===== src/plrs_pkg.sv =====
// Shared types, request codes and saturating arithmetic for the per-label
// region statistics block. No dependencies.
package plrs_pkg;

  typedef enum logic [1:0] {
    REQ_ACC   = 2'd0,
    REQ_READ  = 2'd1,
    REQ_CLEAR = 2'd2,
    REQ_NONE  = 2'd3
  } req_t;

  typedef enum logic [2:0] {
    ST_IDLE,
    ST_LOOK,
    ST_UPD,
    ST_DIV,
    ST_OUT
  } state_t;

  typedef enum logic [1:0] {
    CFG_NUM_COMP = 2'd0,
    CFG_AREA_EN  = 2'd1,
    CFG_VOL_EN   = 2'd2,
    CFG_SPARE    = 2'd3
  } cfg_idx_t;

  typedef struct packed {
    logic [31:0]        cnt;
    logic signed [55:0] sx;
    logic signed [55:0] sy;
    logic signed [55:0] sz;
    logic [55:0]        ar;
    logic [55:0]        vo;
    logic signed [55:0] vs;
    logic signed [55:0] ws;
  } entry_t;

  typedef struct packed {
    logic clr;
    logic rd_en;
    logic wr_en;
  } tbl_ctrl_t;

  localparam logic signed [57:0] S56_MAX = 58'sh007FFFFFFFFFFFFF;
  localparam logic signed [57:0] S56_MIN = -58'sh0080000000000000;

  function automatic logic signed [55:0] add_s56(logic signed [55:0] a,
                                                logic signed [57:0] d);
    logic signed [57:0] s;
    s = 58'(a) + d;
    if (s > S56_MAX) return 56'(S56_MAX);
    if (s < S56_MIN) return 56'(S56_MIN);
    return s[55:0];
  endfunction

  function automatic logic [55:0] add_u56(logic [55:0] a, logic [31:0] d);
    logic [56:0] s;
    s = {1'b0, a} + {25'b0, d};
    if (s[56]) return '1;
    return s[55:0];
  endfunction

endpackage


===== src/plrs_div.sv =====
// Bit-serial signed divider: 56-bit sum by 32-bit count, truncating toward
// zero and saturating to 32 bits. One quotient bit per cycle. Uses plrs_pkg.
module plrs_div import plrs_pkg::*; (
  input  logic               clk,
  input  logic               rst_n,
  input  logic               start,
  input  logic signed [55:0] dividend,
  input  logic [31:0]        divisor,
  output logic               busy,
  output logic signed [31:0] quotient
);

  logic [32:0] rem_r, rem_nxt;
  logic [55:0] quo_r, quo_nxt;
  logic [31:0] dsr_r;
  logic [5:0]  cnt_r, cnt_nxt;
  logic        neg_r, busy_r, busy_nxt;
  logic [32:0] rem_sh;
  logic [31:0] neg_q;

  always_comb begin
    rem_sh   = {rem_r[31:0], quo_r[55]};
    rem_nxt  = rem_r;
    quo_nxt  = quo_r;
    cnt_nxt  = cnt_r;
    busy_nxt = busy_r;
    if (busy_r) begin
      if (rem_sh >= {1'b0, dsr_r}) begin
        rem_nxt = rem_sh - {1'b0, dsr_r};
        quo_nxt = {quo_r[54:0], 1'b1};
      end else begin
        rem_nxt = rem_sh;
        quo_nxt = {quo_r[54:0], 1'b0};
      end
      cnt_nxt = cnt_r - 6'd1;
      if (cnt_r == 6'd1) begin
        busy_nxt = 1'b0;
      end
    end
  end

  always_ff @(posedge clk) begin
    if (!rst_n) begin
      busy_r <= 1'b0;
      cnt_r  <= '0;
    end else if (start) begin
      busy_r <= 1'b1;
      cnt_r  <= 6'd56;
    end else begin
      busy_r <= busy_nxt;
      cnt_r  <= cnt_nxt;
    end
  end

  always_ff @(posedge clk) begin
    if (start) begin
      rem_r <= '0;
      quo_r <= dividend[55] ? 56'(-dividend) : dividend;
      dsr_r <= divisor;
      neg_r <= dividend[55];
    end else begin
      rem_r <= rem_nxt;
      quo_r <= quo_nxt;
    end
  end

  assign neg_q = 32'(-quo_r[31:0]);

  always_comb begin
    if (!neg_r) begin
      quotient = (quo_r > 56'h7FFFFFFF) ? 32'sh7FFFFFFF : quo_r[31:0];
    end else begin
      quotient = (quo_r > 56'h80000000) ? 32'sh80000000 : neg_q;
    end
  end

  assign busy = busy_r;

endmodule


===== config.mk =====
export PLATFORM = sky130hd
export DESIGN_NAME = plrs_div
export DESIGN_NICKNAME = d
export VERILOG_FILES = /design/src/plrs_pkg.sv /design/src/plrs_div.sv
export SDC_FILE = /design/constraint.sdc
export NUM_CORES = 1
export LEC_CHECK = 0
export BUFFER_PORTS_ARGS = -buffer_cell sky130_fd_sc_hd__buf_2
export CAP_MARGIN = 20
export CORE_UTILIZATION = 55
export CTS_BUF_LIST = sky130_fd_sc_hd__clkbuf_8
export DETAILED_ROUTE_END_ITERATION = 10
export PLACE_DENSITY = 0.8
export SLEW_MARGIN = 20
export SYNTH_ARGS = -nofsm -noshare
export SYNTH_HDL_FRONTEND = slang
export SYNTH_SLANG_ARGS = --single-unit

===== constraint.sdc =====
create_clock -name clk -period 3.3 [get_ports clk]
set_input_delay 0.33 -clock clk [delete_from_list [all_inputs] [get_ports clk]]
set_output_delay 0.33 -clock clk [all_outputs]
set_load 0.05 [all_outputs]

==> out/metrics.yaml, run 1 <==
gp_congestion: 0.9368
grt-ovfl-total: 0
drv_slew: 0
grt_pass1_vias: 8040
crit_required_ns: 2.97
h-tree-depth: 4
top_usage_layer: "met2"
pwr-share-comb_pct: 29.6
cts_buffers: 17
die_x_um: 129.8
ios: 124
synth-edff-count: 89
worst_setup_path_end_kind: "primary output"
ys_ff_latch: 128
dpl.cell_count: 1421
grt_use_total_pct: 29.05
vias: 8978
reg2reg_depth: 14
post-route-period-util_pct: 131.9
setup_ws_ns: -1.054
drc: 0
worstHoldEndpoint: "dsr_r[27]"
path_clk_slew_ns: 0.08
viasPerCell: 6.083
drt_iter0_markers: 737
antenna_found_initial: 3
async_flop_share_pct: 0
grt_pass1_wl_um: 38410
dp.final_hpwl_um: 16730
clk_latency_ns: 0.46
p_seq_share_pct: 39.4
synth_ff_type: "edfxtp_1"
wire_per_inst_um: 17.32
placed_cell_area_um2: 10490
cts_root_buf: "clkbuf_8"
violations: "setup timing"
rows: 46
drtPass1Iterations: 5
avgSynthCellArea_um2: 8.522
use_met1_pct: 38.20
met3_usage_pct: 5.166
ys_seq_area_share_pct: 38.45
synth_warnings: 0
crit_arrival_ns: 4.02
cts.sinks: 128
yosysUniqueCellTypes: 65
p_sw_share_pct: 32.21
rr_startpoint: "quo_r[55]"
relSlewSlack_pct: 35.44
synthesis.area_um2: 8982
layout_min_cycle_time_ns: 4.354
drt-total-wl_um: 25560
chipHeight_um: 129.8
peakVddDrop_mv: 0.3695
crit_type: "flop to primary output"
layout-drive-gt1-share_pct: 27.57
setup_viol: 32
p_int_w: 0.003463
grt_max_degree: 79
min_from: "divisor[27]"
r2r-end: "rem_r[22]"
max_freq_ghz: 0.2297
finalHoldViolations: 0
p_switching_w: 0.001646
min_path_cells: 1
core_um2: 15890
final_cells: 1476
power.leakage_nw: 4.655
skew_ns: 0.01505
cts_tree: "done"
port_buffers: 123
startpoint_type: "flop"
postRouteAntennaNets: 0
initial_core_util_pct: 56.55
rsz0062_at_grt: "yes"
hp-class: "input pin to flop"
status: "finished with violations"
final_cell_mix: "130 x nor2_1, 102 x nand2_1, 101 x a21oi_1, 91 x buf_2, 91 x buf_4"
grt_use_met2_pct: 46.81
final_nets: 1370
cp_max_fo: 6
r2r_slack_ns: 0.12
layout_commonest_cell: "nor2_1"
synth_cells: 1054
powerDensity_nw_per_um2: 440.8
drv_cap: 0
synth_fp_nets: 1182
p_clk_share_pct: 31.0
finish.instance_area_um2: 11590
clockBufferDepth: 2
tightest_slew_ns: 0.9685
die-area_um2: 16850
syn_to_final_growth_pct: 29.02
worst max-delay path: stages, from the launching register on:
cell,delay (ns)
edfxtp_1,0.40
inv_2,0.10
ha_4,0.13
or3b_4,0.38
or4_4,0.43
nand4bb_4,0.21
or3_4,0.38
or3_1,0.31
a211o_1,0.32
or2_4,0.31
o311ai_4,0.38
buf_6,0.23
power by group through the flow:
stage | registers, W | clock network, W | logic [W]
floorplan | 0.00203 | 0 | 0.000929
global placement | 0.00203 | 0 | 0.00132
detailed placement | 0.00204 | 0 | 0.00135
CTS | 0.00200 | 0.00160 | 0.00143
global route | 0.00203 | 0.00166 | 0.00164
finish | 0.00201 | 0.00158 | 0.00151
flip-flops by register name, indices dropped and copies added (netlist names):
register  count
busy          1
cnt_r         6
dsr_r        32
neg_r         1
quo_r        56
rem_r        32
metrics by stage:
step | setup TNS [ns] | total power [W] | setup WS, ns | hold slack, ns | util, %
6_report | -28.11 | 0.005108 | -1.054 | 0.04544 | 72.95
5_1_grt | -31.86 | 0.005332 | -1.233 | 0.02101 | 72.92
4_1_cts | -26.38 | 0.005033 | -0.9569 | 0.02289 | 71.38
3_5_place_dp | -18.94 | 0.003382 | -0.5914 | 0.4945 | 66.03
3_3_place_gp | -15.79 | 0.003352 | -0.5148 | 0.4776 | 66.03
2_1_floorplan | -13.06 | 0.002962 | -0.6674 | 0.4289 | -
logic make-up (layout without fill, tap and decap cells):
logic type | after synthesis | count (layout) | synth area share [%]
AND/OR/NAND/NOR | 368 | 368 | 19.52
AO/OA/AOI/OAI | 317 | 317 | 23.08
flip-flops | 128 | 128 | 38.45
buffers and inverters | 115 | 316 | 4.987
XOR/XNOR | 86 | 86 | 8.386
adder cells (fa/ha/maj) | 37 | 37 | 5.237
multiplexers | 3 | 3 | 0.3482
other | 0 | 5 | 0
timing repair:
action,in CTS,in global routing
pin swaps,3,8
setup buffers,4,12
gates resized for setup,107,31
setup endpoints to repair,32,63
hold buffers,0,0
gates cloned,1,1
Yosys cell counts, types with 16 or more instances:
cell type,n,area [um^2]
o21a_1,16,120.1
dfxtp_1,39,780.8
o31ai_1,18,135.1
o21ai_0,42,210.2
nor4_1,16,100.1
clkbuf_1,55,206.5
edfxtp_1,89,2673
nor3_1,19,95.09
nand3_1,18,90.09
nand2_1,104,390.4
a21oi_1,116,580.6
xnor2_1,22,192.7
ha_1,36,450.4
a311oi_1,21,183.9
nor2_1,130,488.0
xor2_1,64,560.5
inv_1,56,210.2
final cells by class:
type	instances	area, um^2
Multi-Input combinational cell	811	5439
Fill cell	1172	4297
Sequential cell	128	3455
Timing Repair Buffer	227	1732
Tap cell	216	270.3
Clock buffer	19	261.5
Inverter	57	214.0
Clock inverter	13	205.2
Antenna cell	5	12.51
per-layer routing:
layer	vias up	share of wire [%]
li1	4255	-
met1	4212	42
met2	430	48
met3	81	7.4
met4	0	3.3
met5	-	0
worst max path at each step:
stage / from / slack (ns) / to
6_report: quo_r[0] / -1.05 / quotient[9]
5_1_grt: quo_r[0] / -1.23 / quotient[11]
3_3_place_gp: quo_r[0] / -0.51 / quotient[17]
4_1_cts: quo_r[0] / -0.96 / quotient[24]
3_5_place_dp: quo_r[0] / -0.59 / quotient[6]
2_1_floorplan: quo_r[0] / -0.67 / quotient[11]
Power figures use the tool's default switching activity.
==> run 2: changes to the inputs <==
- BUFFER_PORTS_ARGS: -buffer_cell sky130_fd_sc_hd__buf_2 -> not set
- CORE_ASPECT_RATIO: not set -> 1.25
- CORE_UTILIZATION: 55 -> 60
- DONT_BUFFER_PORTS: not set -> 1
- PLACE_DENSITY: 0.8 -> 0.79
==> run 2 against run 1 <==
  * The flow finishes with violations (DRC, setup timing)
  * Clock skew is 0.0024 ns lower
  * Design area is 5.7% lower
  * Clock power is 15% lower
  * Die area is 8.2% lower
  * Critical path depth stayed put
  * Sequential power hardly changed
  * Final cell count is 9.6% lower
  * Worst setup slack worse by 0.040 ns
  * Register-to-register slack better by 0.07 ns
  * Clock-buffer cell count is 2 lower
  * Largest cell class unchanged
  * Largest power group unchanged
  * Highest routed layer unchanged
==> out/metrics.yaml, run 2 (synthesis gave the netlist of run 1 again) <==
drt-total-wl_um: 23020  # was 25560 um
dpl.cell_count: 1260  # was 1421
drv_cap: 0  # unchanged
m1WireLength_um: 9019  # was 10620 um
grt_use_total_pct: 30.53  # was 29.05%
finish.instance_area_um2: 10930  # was 11590 um^2
cp_max_fo: 6  # unchanged
powerDensity_nw_per_um2: 431.5  # was 440.8 nW/um^2
final_cell_mix: "130 x nor2_1, 113 x a21oi_1, 103 x nand2_1, 89 x edfxtp_1, 71 x buf_4"  # was 130 x nor2_1, 102 x nand2_1, 101 x a21oi_1, 91 x buf_2, 91 x buf_4
ios: 124  # unchanged
final_nets: 1271  # was 1370
r2r_slack_ns: 0.19  # was 0.12 ns
drt_iter0_markers: 695  # was 737
core_um2: 14530  # was 15890 um^2
wire_per_inst_um: 17.26  # was 17.32 um
cts_tree: "done"  # unchanged
dp.final_hpwl_um: 16120  # was 16730 um
antennaDiodeCount: 0  # was 5
setup_ws_ns: -1.095  # was -1.054 ns
crit_chain: "inv_2 > ha_2 > or3b_4 > or4_4 > nand4bb_4 > or3_4 > or3_4 > a211o_1 > or2_4 > o311ai_4 > buf_12"  # was inv_2 > ha_4 > or3b_4 > or4_4 > nand4bb_4 > or3_4 > or3_1 > a211o_1 > or2_4 > o311ai_4 > buf_6
wl_met2_um: 11680  # was 12210 um
violations: "DRC, setup timing"  # was setup timing
cts.sinks: 128  # unchanged
crit_slowest_cell: "or4_4"  # unchanged
path_clk_slew_ns: 0.08  # about the same
peakVddDrop_mv: 0.3221  # was 0.3695 mV
startpoint_type: "flop"  # unchanged
grt_max_degree: 124  # was 79
status: "finished with violations"  # unchanged
slowest_delay_ns: 0.45  # was 0.43 ns
grt_pass1_wl_um: 37950  # was 38410 um
drtPass1Iterations: 8  # was 5
worst_setup_path_end_kind: "primary output"  # unchanged
h-tree-depth: 4  # unchanged
tns_ns: -29.71  # was -28.11 ns
cts_root_buf: "clkbuf_8"  # unchanged
crit_type: "flop to primary output"  # unchanged
syn_to_final_growth_pct: 21.63  # was 29.02%
wl_met3_um: 1366  # was 1889 um
dr.max_layer_used: "met4"  # unchanged
r2r-end: "rem_r[24]"  # was rem_r[22]
min_path_cells: 1  # unchanged
grt_pass1_vias: 8160  # was 8040
crit_arrival_ns: 4.06  # was 4.02 ns
gp_congestion: 0.9441  # was 0.9368
layout_commonest_cell: "nor2_1"  # unchanged
cpMostUsedCell: "or3_4"
crit_path_end: "quotient[9]"  # unchanged
ff_latch_area_um2: 3455  # unchanged
max_freq_ghz: 0.2276  # was 0.2297 GHz
crit_start: "quo_r[0]"  # unchanged
regMostFlops: "quo_r"  # unchanged
skew_ns: 0.01263  # was 0.01505 ns
reg2reg_depth: 12  # was 14
crit_required_ns: 2.97  # about the same
rr_startpoint: "dsr_r[1]"  # was quo_r[55]
grt-ovfl-total: 0  # unchanged
rows: 49  # was 46
vias: 8372  # was 8978
setup_viol: 32  # unchanged
fillers: 1059  # was 1172
crit_buf_inv: 2  # unchanged
path_depth: 11  # unchanged
antenna_found_initial: 0  # was 3
chipHeight_um: 138.8  # was 129.8 um
drc: 11  # was 0
die-area_um2: 15470  # was 16850 um^2
viasPerCell: 6.276  # was 6.083
clockBufferDepth: 2  # unchanged
die_x_um: 111.4  # was 129.8 um
layout-drive-gt1-share_pct: 16.26  # was 27.57%
layout_min_cycle_time_ns: 4.395  # was 4.354 ns
cts_buffers: 17  # unchanged
multi_input_area_um2: 5336  # was 5439 um^2
post-route-period-util_pct: 133.2  # was 131.9%
power.leakage_nw: 4.181  # was 4.655 nW
finalHoldViolations: 0  # unchanged
port_buffers: 0  # was 123
tightest_slew_ns: 0.7859  # was 0.9685 ns
cpLargestDelayFamily: "simple AND/OR/NAND/NOR gates"  # unchanged
largest_reg_flops: 56  # unchanged
initial_core_util_pct: 61.82  # was 56.55%
rsz0062_at_grt: "yes"  # unchanged
hp-class: "input pin to flop"  # unchanged
drv_slew: 0  # unchanged
postRouteAntennaNets: 0  # unchanged
relSlewSlack_pct: 47.55  # was 35.44%
placed_cell_area_um2: 10040  # was 10490 um^2
reg.largest.list: "quo_r x56, dsr_r x32, rem_r x32"  # unchanged
clk_latency_ns: 0.46  # about the same
final_cells: 1334  # was 1476
==> run 2: metrics by stage <==
stage	util (%)	worst slack, ns	total power (W)	hold WS (ns)
3_5_place_dp	69.13	-0.6239	0.003306	0.4202
3_3_place_gp	69.13	-0.4373	0.003279	0.4223
6_report	75.19	-1.095	0.004714	0.02189
5_1_grt	75.19	-1.198	0.004943	0.01920
4_1_cts	74.74	-1.077	0.004710	0.001093
2_1_floorplan	-	-0.6674	0.002962	0.4289
==> run 2: final cells by class <==
type | instances | share of cell area (%)
clock buffers | 17 | 2.142
clock inverters | 15 | 1.454
inverters | 57 | 1.958
multi-input cells | 811 | 48.84
flip-flops and latches | 128 | 31.62
well taps | 178 | 2.038
repair buffers | 128 | 11.94
==> run 2: worst min-delay path by stage <==
stage                          start   endpoint  slack, ns
after floorplan           divisor[0]   dsr_r[0]       0.43
after global placement         start  rem_r[13]       0.42
after detailed placement       start  rem_r[13]       0.42
after CTS                      rst_n   cnt_r[3]      0.001
after global routing           rst_n   cnt_r[3]       0.02
final                          rst_n   cnt_r[3]       0.02
==> run 2: power breakdown <==
part           leakage, nW  total (W)  internal (W)  switching (W)
clock network        0.177    0.00135      0.000675       0.000679
logic                 2.81    0.00135      0.000580       0.000766
registers             1.19    0.00201       0.00190       0.000114
total                 4.18    0.00471       0.00316        0.00156
==> run 2: per-layer routing <==
layer | GRT usage (%) | up-vias
met4 | 15.22 | 0
met1 | 34.43 | 3947
met3 | 5.420 | 77
li1 | - | 4060
met2 | 55.16 | 288
met5 | 0 | -
==> run 2: repair_timing <==
| action | in CTS | in global routing |
|---|---|---|
| hold endpoints to repair | 89 | 1 |
| hold buffers | 35 | 1 |
| buffers inserted | 3 | 3 |
| gates resized for setup | 8 | 14 |
| endpoints found under the setup margin | 32 | 62 |
| pin swaps | 5 | 7 |
==> run 2: worst reg2reg max path, delay by kind of cell, from the launching register on <==
kind	cells	cell delay [ns]
adders and majority gates	1	0.28
DFF	1	0.34
buffers and inverters	2	0.28
and+or+nand+nor	3	0.52
AOI/OAI and AO/OA	6	1.59
==> run 3: changes to the inputs <==
- ABC_AREA: not set -> 1
- CORE_UTILIZATION: 60 -> 61
- PLACE_DENSITY: 0.79 -> 0.8
==> run 3 against run 2 <==
  * Die area rose by 18%
  * Combinational power fell by 35%
  * Synthesized cell count rose by 59%
  * Clock-buffer cell count rose by 1
  * The flow now finishes without violations
  * Power fell by 10%
  * Hold slack improved by 0.011 ns
  * Area after synthesis rose by 20%
==> out/metrics.yaml, run 3 <==
crit_required_ns: 2.97  # about the same
worst_setup_path_end_kind: "primary output"  # unchanged
h-tree-depth: 4  # unchanged
vias: 10940  # was 8372
fillers: 1614  # was 1059
post_cts_buffers: 0  # was 3
initial_core_util_pct: 62.13  # was 61.82%
postRouteAntennaNets: 0  # unchanged
finalHoldViolations: 0  # unchanged
rows: 54  # was 49
final_cell_mix: "515 x nand2_1, 251 x inv_1, 187 x nor2_1, 161 x nand3_1, 89 x edfxtp_1"  # was 130 x nor2_1, 113 x a21oi_1, 103 x nand2_1, 89 x edfxtp_1, 71 x buf_4
synth_ff_type: "edfxtp_1"  # unchanged
grt-ovfl-total: 0  # unchanged
yosysMostFrequentCell: "nand2_1"  # was nor2_1
grt_max_degree: 63  # was 124
crit_path_end: "quotient[25]"  # was quotient[9]
r2r-end: "quo_r[0]"  # was rem_r[24]
r2r_slack_ns: 0.56  # was 0.19 ns
tightest_slew_ns: 0.9279  # was 0.7859 ns
hp-class: "input pin to flop"  # unchanged
drt_iter0_markers: 738  # was 695
die_x_um: 120.9  # was 111.4 um
ff_latch_area_um2: 3453  # was 3455 um^2
peakVddDrop_mv: 0.2424  # was 0.3221 mV
slowest_delay_ns: 0.45  # about the same
path_depth: 13  # was 11
clk_latency_ns: 0.46  # about the same
ys_seq_area_share_pct: 32.01  # was 38.45%
wire_per_inst_um: 16.70  # was 17.26 um
avgSynthCellArea_um2: 6.425  # was 8.522 um^2
chipHeight_um: 150.7  # was 138.8 um
layout_min_cycle_time_ns: 3.150  # was 4.395 ns
synth-edff-count: 89  # unchanged
synth_top_cell_area_share_pct: 24.77  # was 29.75%
synthTopCellsByCount: "515 x nand2_1, 252 x inv_1, 188 x nor2_1"  # was 130 x nor2_1, 116 x a21oi_1, 104 x nand2_1
ios: 124  # unchanged
drt-total-wl_um: 32880  # was 23020 um
viasPerCell: 5.554  # was 6.276
cts.sinks: 128  # unchanged
power.leakage_nw: 5.728  # was 4.181 nW
crit_buf_inv: 3  # was 2
synth_fp_nets: 1807  # was 1182
startpoint_type: "flop"  # unchanged
gp_congestion: 1.025  # was 0.9441
cp_max_fo: 29  # was 6
crit_start: "quo_r[0]"  # unchanged
cts_root_buf: "clkbuf_8"  # unchanged
final_nets: 1857  # was 1271
die-area_um2: 18220  # was 15470 um^2
cts_tree: "done"  # unchanged
yosysUniqueCellTypes: 45  # was 65
cts_buffers: 17  # unchanged
drv_cap: 0  # unchanged
drv_slew: 0  # unchanged
post-route-period-util_pct: 95.46  # was 133.2%
cpLargestDelayFamily: "simple AND/OR/NAND/NOR gates"  # unchanged
layout-drive-gt1-share_pct: 6.487  # was 16.26%
rr_startpoint: "dsr_r[28]"  # was dsr_r[1]
crit_chain: "inv_1 > ha_1 > nand2_2 > nor2_4 > inv_2 > nor2_4 > nand2_2 > nor2_1 > nand2_1 > nand2_2 > nand2_8 > o21ai_1 > buf_4"  # was inv_2 > ha_2 > or3b_4 > or4_4 > nand4bb_4 > or3_4 > or3_4 > a211o_1 > or2_4 > o311ai_4 > buf_12
grt_use_total_pct: 36.00  # was 30.53%
grt_pass1_wl_um: 50380  # was 37950 um
ys_ff_latch: 128  # unchanged
synthesis.area_um2: 10790  # was 8982 um^2
skew_ns: 0.01666  # was 0.01263 ns
place_ws_ns: 0.3108  # was -0.6239 ns
synth_warnings: 0  # unchanged
grt_pass1_vias: 10470  # was 8160
path_clk_slew_ns: 0.09  # was 0.08 ns
clockBufferDepth: 2  # unchanged
async_flop_share_pct: 0  # unchanged
max_freq_ghz: 0.3174  # was 0.2276 GHz
syn_to_final_growth_pct: 10.73  # was 21.63%
status: "complete, no violations"  # was finished with violations
relSlewSlack_pct: 38.07  # was 47.55%
synth.area.top_cells: "edfxtp_1 25%, nand2_1 18%, inv_1 8.8%, nand3_1 7.5%, dfxtp_1 7.2%"  # was edfxtp_1 30%, dfxtp_1 8.7%, a21oi_1 6.5%, xor2_1 6.2%, nor2_1 5.4%
crit_arrival_ns: 2.82  # was 4.06 ns
drc: 0  # was 11
powerDensity_nw_per_um2: 353.5  # was 431.5 nW/um^2
setup_ws_ns: 0.1498  # was -1.095 ns
crit_slowest_cell: "edfxtp_1"  # was or4_4
reg2reg_depth: 10  # was 12
dp.final_hpwl_um: 24480  # was 16120 um
regMostFlops: "quo_r"  # unchanged
layout_commonest_cell: "nand2_1"  # was nor2_1
largest_reg_flops: 56  # unchanged
multi_input_area_um2: 6178  # was 5336 um^2
setup_viol: 0  # was 32
port_buffers: 0  # unchanged
finalPower_w: 0.004223  # was 0.004714 W
rsz0062_at_grt: "yes"  # unchanged
antenna_found_initial: 2  # was 0
cpMostUsedCell: "nand2_2"  # was or3_4
crit_type: "flop to primary output"  # unchanged
synth_area_leader_cell: "edfxtp_1"  # unchanged
tns_ns: 0  # was -29.71 ns
drtPass1Iterations: 5  # was 8
core_um2: 17360  # was 14530 um^2
synth_cells: 1679  # was 1054
reg.largest.list: "quo_r x56, dsr_r x32, rem_r x32"  # unchanged
==> run 3: cell types whose count changed in the layout (fill, tap and decap cells not counted), moves of 17 or more <==
cell      change
nand2_1     +412
inv_1       +196
nand3_1     +143
a21oi_1      -82
nor2_1       +57
o21ai_0      +49
buf_4        -32
o21ai_1      +27
a311oi_1     -21
xor2_1       -20
nand4_1      +19
nand3b_1     +18
buf_12       -17
==> run 3: per-stage QoR <==
step / hold WS, ns / utilization, % / instances / instance area, um^2
after floorplan: 0.4289 / - / 1679 / 10790
after global placement: 0.4289 / 64.17 / 1897 / 11140
after detailed placement: 0.4289 / 64.17 / 1897 / 11140
after CTS: 0.01861 / 68.60 / 1965 / 11910
after global routing: 0.03619 / 68.78 / 1968 / 11940
final: 0.03324 / 68.79 / 1969 / 11950
==> run 3: final cells by class <==
type                            count  area share [%]
Multi-Input combinational cell   1249           51.72
Sequential cell                   128           28.91
Inverter                          258           8.107
Timing Repair Buffer               75           5.551
Tap cell                          224           2.346
Clock buffer                       18           2.074
Clock inverter                     14           1.226
Antenna cell                        3         0.06285
==> run 3: logic make-up after synthesis <==
kind of cell / count (synthesis) / synth area share [%]
simple gates: 960 / 38.08
buf+inv: 303 / 11.03
compound gates: 184 / 9.082
flops: 128 / 32.01
xor+xnor: 67 / 5.440
fa+ha+maj: 37 / 4.361
==> run 3: where the power goes <==
| group | switching (W) | internal (W) | leakage, nW |
|---|---|---|---|
| Sequential | 0.000102 | 0.00186 | 1.21 |
| Combinational | 0.000584 | 0.000289 | 4.32 |
| Clock | 0.000741 | 0.000642 | 0.200 |
==> run 3: metal layers <==
metal  up-vias  global-route usage (%)  routed length (um)
met5         -                       0                   0
met4         0                   20.74                1747
met3       107                   6.667                1799
met2       375                   67.54               17040
met1      4973                   37.07               12280
li1       5481                       -                   -
==> run 3: worst min-delay path by stage <==
stage,startpoint,endpoint,slack [ns],cells after the start
floorplan,divisor[0],dsr_r[0],0.43,0
global placement,divisor[12],dsr_r[12],0.43,0
detailed placement,divisor[31],dsr_r[31],0.43,0
CTS,rst_n,cnt_r[3],0.02,2
global route,rst_n,cnt_r[3],0.04,2
finish,rst_n,cnt_r[3],0.03,2
==> run 3: repair_timing <==
action | 4_1_cts | 5_1_grt
endpoints found under the setup margin | 6 | 9
cloned | 0 | 1
gates resized for setup | 1 | 4
pin swaps | 0 | 1
hold buffers | 36 | 0
endpoints found under the hold margin | 63 | 0
